File: config.mk
export PLATFORM = sky130hd
export DESIGN_NAME = pe_step
export DESIGN_NICKNAME = d
export VERILOG_FILES = /design/src/rtl/pe_pkg.sv /design/src/rtl/pe_step.sv
export SDC_FILE = /design/constraint.sdc
export NUM_CORES = 2
export LEC_CHECK = 0
export BUFFER_PORTS_ARGS = -buffer_cell sky130_fd_sc_hd__buf_2
export CORE_MARGIN = 4
export CORE_UTILIZATION = 35
export DETAILED_ROUTE_END_ITERATION = 8
export GPL_TIMING_DRIVEN = 0
export PLACE_DENSITY = 0.63
export SLEW_MARGIN = 20
export SYNTH_ARGS = -nofsm -noshare
export SYNTH_HDL_FRONTEND = slang
export SYNTH_SLANG_ARGS = --single-unit
File: constraint.sdc
create_clock -name clk -period 7.3 [get_ports clk]
set_input_delay 0 -clock clk [delete_from_list [all_inputs] [get_ports clk]]
set_output_delay 0 -clock clk [all_outputs]
set_load 0.02 [all_outputs]
File: src/rtl/pe_pkg.sv
// Shared types and constants for the polynomial evaluator.
// Used by the channel interfaces, the Horner step and the top level.
package pe_pkg;

  // word and register widths
  localparam int DATA_W      = 32;
  localparam int PROD_W      = 2 * DATA_W;
  localparam int DEGREE_W    = 3;
  localparam int CFG_INDEX_W = 3;
  localparam int CFG_DATA_W  = 32;

  // defaults for the top-level parameters
  localparam int MAX_DEGREE_DEF = 6;
  localparam int FRAC_BITS_DEF  = 16;

  // register map
  localparam logic [CFG_INDEX_W-1:0] REG_DEGREE    = 3'd0;
  localparam logic [CFG_INDEX_W-1:0] REG_COEF_BASE = 3'd1;

  // saturation limits
  localparam logic signed [DATA_W-1:0] S32_MAX = 32'sh7fff_ffff;
  localparam logic signed [DATA_W-1:0] S32_MIN = 32'sh8000_0000;

  // word carried from one Horner step to the next
  typedef struct packed {
    logic signed [DATA_W-1:0] acc;
    logic signed [DATA_W-1:0] x;
    logic                     ovf;
  } pe_word_t;

endpackage

File: src/rtl/pe_step.sv
// One Horner step: multiply stage, then floor shift, saturate, add, saturate.
// Two register stages with their own valid bits; depends on pe_pkg.
module pe_step #(
  parameter int FRAC_BITS = pe_pkg::FRAC_BITS_DEF
) (
  input  logic                             clk,
  input  logic                             rst,
  input  logic                             active,
  input  logic signed [pe_pkg::DATA_W-1:0] coef,
  input  logic                             in_valid,
  output logic                             in_ready,
  input  pe_pkg::pe_word_t                 in_word,
  output logic                             out_valid,
  input  logic                             out_ready,
  output pe_pkg::pe_word_t                 out_word
);

  localparam int DW = pe_pkg::DATA_W;
  localparam int PW = pe_pkg::PROD_W;

  logic                   a_valid;
  logic                   a_ready;
  logic signed [PW-1:0]   a_prod;
  pe_pkg::pe_word_t       a_word;

  logic                   b_valid;
  logic                   b_ready;
  pe_pkg::pe_word_t       b_word;
  pe_pkg::pe_word_t       b_word_next;

  logic signed [PW-1:0]   shifted;
  logic                   prod_fits;
  logic signed [DW-1:0]   q;
  logic signed [DW:0]     sum;
  logic                   sum_fits;
  logic signed [DW-1:0]   sum_sat;

  // stage ready: empty or draining downstream
  assign a_ready  = !a_valid || b_ready;
  assign b_ready  = !b_valid || out_ready;
  assign in_ready = a_ready;

  // multiply stage
  always_ff @(posedge clk) begin
    if (rst) begin
      a_valid <= 1'b0;
    end else if (a_ready) begin
      a_valid <= in_valid;
    end
    if (a_ready && in_valid) begin
      a_prod <= $signed(in_word.acc) * $signed(in_word.x);
      a_word <= in_word;
    end
  end

  // floor shift and product saturation
  always_comb begin
    shifted   = a_prod >>> FRAC_BITS;
    prod_fits = (shifted[PW-1:DW-1] == {(PW-DW+1){shifted[DW-1]}});
    if (prod_fits) begin
      q = shifted[DW-1:0];
    end else if (shifted[PW-1]) begin
      q = pe_pkg::S32_MIN;
    end else begin
      q = pe_pkg::S32_MAX;
    end
  end

  // coefficient add and sum saturation
  always_comb begin
    sum      = {q[DW-1], q} + {coef[DW-1], coef};
    sum_fits = (sum[DW] == sum[DW-1]);
    if (sum_fits) begin
      sum_sat = sum[DW-1:0];
    end else if (sum[DW]) begin
      sum_sat = pe_pkg::S32_MIN;
    end else begin
      sum_sat = pe_pkg::S32_MAX;
    end
  end

  // steps above the degree in use pass the accumulator through
  always_comb begin
    b_word_next   = a_word;
    if (active) begin
      b_word_next.acc = sum_sat;
      b_word_next.ovf = a_word.ovf | !prod_fits | !sum_fits;
    end
  end

  // add stage
  always_ff @(posedge clk) begin
    if (rst) begin
      b_valid <= 1'b0;
    end else if (b_ready) begin
      b_valid <= a_valid;
    end
    if (b_ready && a_valid) begin
      b_word <= b_word_next;
    end
  end

  assign out_valid = b_valid;
  assign out_word  = b_word;

endmodule

==> flow_metrics.tcl <==
set metrics [dict create \
    r2r_slack_ns 1.47 \
    relSlewSlack 0.470 \
    critPathLaunchType "input pin" \
    grt_pass1_wl_mm 219 \
    synth_area_mm2 0.0434 \
    dpl.cell_count 6152 \
    syn_avg_cell_area_um2 9.98 \
    cp_data_required_time_ns 7.57 \
    cp-end-kind "register" \
    synth_ff_type "edfxtp_1" \
    timing.rr.end "out_word[40]$_DFFE_PP_" \
    hold_path.class "in2reg" \
    io_buffer_count 168 \
    critical_path_class "in2reg" \
    grt_max_degree 50 \
    antenna_found_initial 15 \
    avgViaCountPerCell 5.11 \
    min_from "in_valid" \
    drt_wl_total_mm 149 \
    yosysTopAreaCellShare 0.499 \
    area_delta_synth_final_pct 12.4 \
    ys_warn_count 0 \
    min_path_cells 2 \
    crit_slowest_cell "fa_1" \
    synth_top_cell_by_area "fa_1" \
    finalSetupTns_ns 0 \
    nets 6029 \
    place_area_mm2 0.0464 \
    cts.sinks 180 \
    coreArea_mm2 0.123 \
    cp_cell_sequence "buf_2 > buf_2 > nand2_1 > fa_1 > inv_1 > fa_1 > fa_1 > fa_1 > fa_1 > fa_1 > fa_1 > fa_1 > ha_1 > a21o_1 > o21bai_1 > a211oi_2 > o21ai_0 > a21oi_1 > o21ai_4 > a41o_4 > a211oi_4 > o21ai_0 > xor2_1" \
    status "completed" \
    start_util 0.355 \
    cts_tree "built" \
    ys_seq_elements 180 \
    gp_congestion 1.03 \
    place.detailed.hpwl_mm 128 \
    drive_gt1_frac 0.0999 \
    finClkSkew_ns 0.0197 \
    rows 128 \
    die_h_um 360 \
    async_reset_ff_frac 0 \
    die_area_mm2 0.130 \
    fin_crit_ns 7.22 \
    htree_levels 4 \
    cts_max_path_buffers 2 \
    track_usage 0.231 \
    r2r-start "a_prod[63]$_DFFE_PP_" \
    cpMostUsedCell "fa_1" \
    clk_pin_slew_ns 0.09 \
    ios 169 \
    grt_overflow 0 \
    crit_family "adder cells" \
    yosysSeqAreaShare 0.124 \
    setup_viol 0 \
    max_cap_violations 0 \
    synth_edf_count 178 \
    drc 0 \
    fin_cells 6288 \
    drtIter0Drc 2768 \
    final_area_mm2 0.0488 \
    drv_slew 0 \
    cpPeakStageDelay_ns 0.64 \
    timing.fmax_mhz 139 \
    grt_pass1_vias 33782 \
    drt_first_pass_iters 5 \
    ys_types 64 \
    die_x_um 360 \
    cts_root_buffer "clkbuf_16" \
    cts_buffers 17 \
    ff2ff_path_depth 20 \
    worstPathArrival_ns 7.49 \
    final_util 0.398 \
    synth_area_leaders "fa_1, edfxtp_1, inv_1" \
    hold_end "a_word[8]$_DFFE_PP_" \
    path_buf_inv 3 \
    antenna_left 0 \
    post-route-period-util 0.989 \
    hold_viol_final 0 \
    clock_latency_ns 0.54 \
    synth.net_count 5750 \
    wl_per_cell_um 23.7 \
    worst_slew_pin_slew_ns 0.796 \
    cp_max_fo 10 \
    synthCells 4354 \
    dr_total_vias 32125 \
]
[kinds of logic after synthesis]
kind of cell,synth area share
XOR/XNOR,0.0171
AO/OA/AOI/OAI,0.0499
multiplexers,0.000922
buffers and inverters,0.108
adder cells (fa/ha/maj),0.560
AND/OR/NAND/NOR,0.141
flip-flops,0.124
[cell usage in the layout, fill, tap and decap left out, drive strengths merged, types with 13 or more instances in the layout]
cell type    instances
nand3               18
diode               17
a31oi               14
nor3                15
o211ai              13
nand2              522
edfxtp             178
dlygate4sd3         69
a21oi               87
nor2b               13
and2               518
o22ai               31
nand2b              16
fa                1082
nand4               14
xnor2               61
inv               1023
ha                 212
clkbuf             179
a21o                67
buf                248
nor2                81
xor2                24
o21ai               51
[flip-flops by register name, indices dropped and copies added (netlist names)]
name / cells
out_word: 65
a_prod: 48
a_valid: 1
out_valid: 1
a_word: 65
[final cells by class]
class / instances / area (um^2)
antenna: 17 / 42.5
buffer: 216 / 1410
clock buffer: 17 / 425
clock inverter: 15 / 211
fill: 12174 / 73700
inverter: 1019 / 3830
multi-input combinational: 2936 / 33600
sequential: 180 / 5390
tap: 1625 / 2030
timing repair buffer: 263 / 1860
[layer usage]
metal	track usage	vias up	routed length, um
li1	-	13453	-
met1	0.298	16912	57200
met2	0.379	1424	70500
met3	0.0372	336	11900
met4	0.118	0	9290
met5	0	-	0
[synth_stat cells (all sizes together) (10+ instances only)]
cell	count
a211oi	10
a21o	67
a21oi	87
a31oi	14
and2	518
clkbuf	214
edfxtp	178
fa	1082
ha	212
inv	1019
nand2	522
nand2b	16
nand3	18
nand4	14
nor2	81
nor2b	13
nor3	15
o211ai	13
o21ai	51
o21bai	10
o22ai	31
xnor2	61
xor2	24
[metrics by stage]
step	hold slack (ns)	worst slack (ns)
after floorplan	0.0724	0.180
after global routing	0.0817	-0.0131
after CTS	0.0591	0.00726
after global placement	0.178	-1.49
after detailed placement	0.179	-1.53
final	0.0743	0.0828
[worst reg2reg max path: stages, from the launching register on]
cell and delay [ns]:
edfxtp_1 0.53, nor4_1 0.22, a31oi_1 0.22, nor2_1 0.38, nor2_1 0.13, clkbuf_1 0.32
a21o_1 0.26, ha_1 0.21, fa_1 0.43, a21o_1 0.19, a21oi_2 0.21, o21ai_0 0.15
a21oi_2 0.36, o211a_4 0.28, o21ai_2 0.08, and3_1 0.19, a221o_1 0.27, buf_6 0.16
clkbuf_1 0.33, a22oi_1 0.48, o22ai_1 0.13
[worst max path at each step]
stage / endpoint / start / slack, ns / depth (start not counted)
floorplan: a_prod[57]$_DFFE_PP_ / in_word[64] / 0.18 / 25
global route: a_prod[61]$_DFFE_PP_ / in_word[47] / -0.01 / 25
finish: a_prod[61]$_DFFE_PP_ / in_word[40] / 0.08 / 23
detailed placement: a_prod[53]$_DFFE_PP_ / in_word[20] / -1.53 / 25
CTS: a_prod[63]$_DFFE_PP_ / in_word[24] / 0.007 / 23
global placement: a_prod[54]$_DFFE_PP_ / in_word[20] / -1.49 / 25
[repair_timing]
item / CTS / global route
hold buffers: 69 / 0
pin swaps: 5 / 13
endpoints found under the hold margin: 70 / 0
resized for setup: 239 / 247
buffers inserted: 6 / 15
setup endpoints to repair: 26 / 16
Power is left out: the tool's default activity adds up to more than one toggle a clock period on the data nets, which glitch-free logic cannot reach.
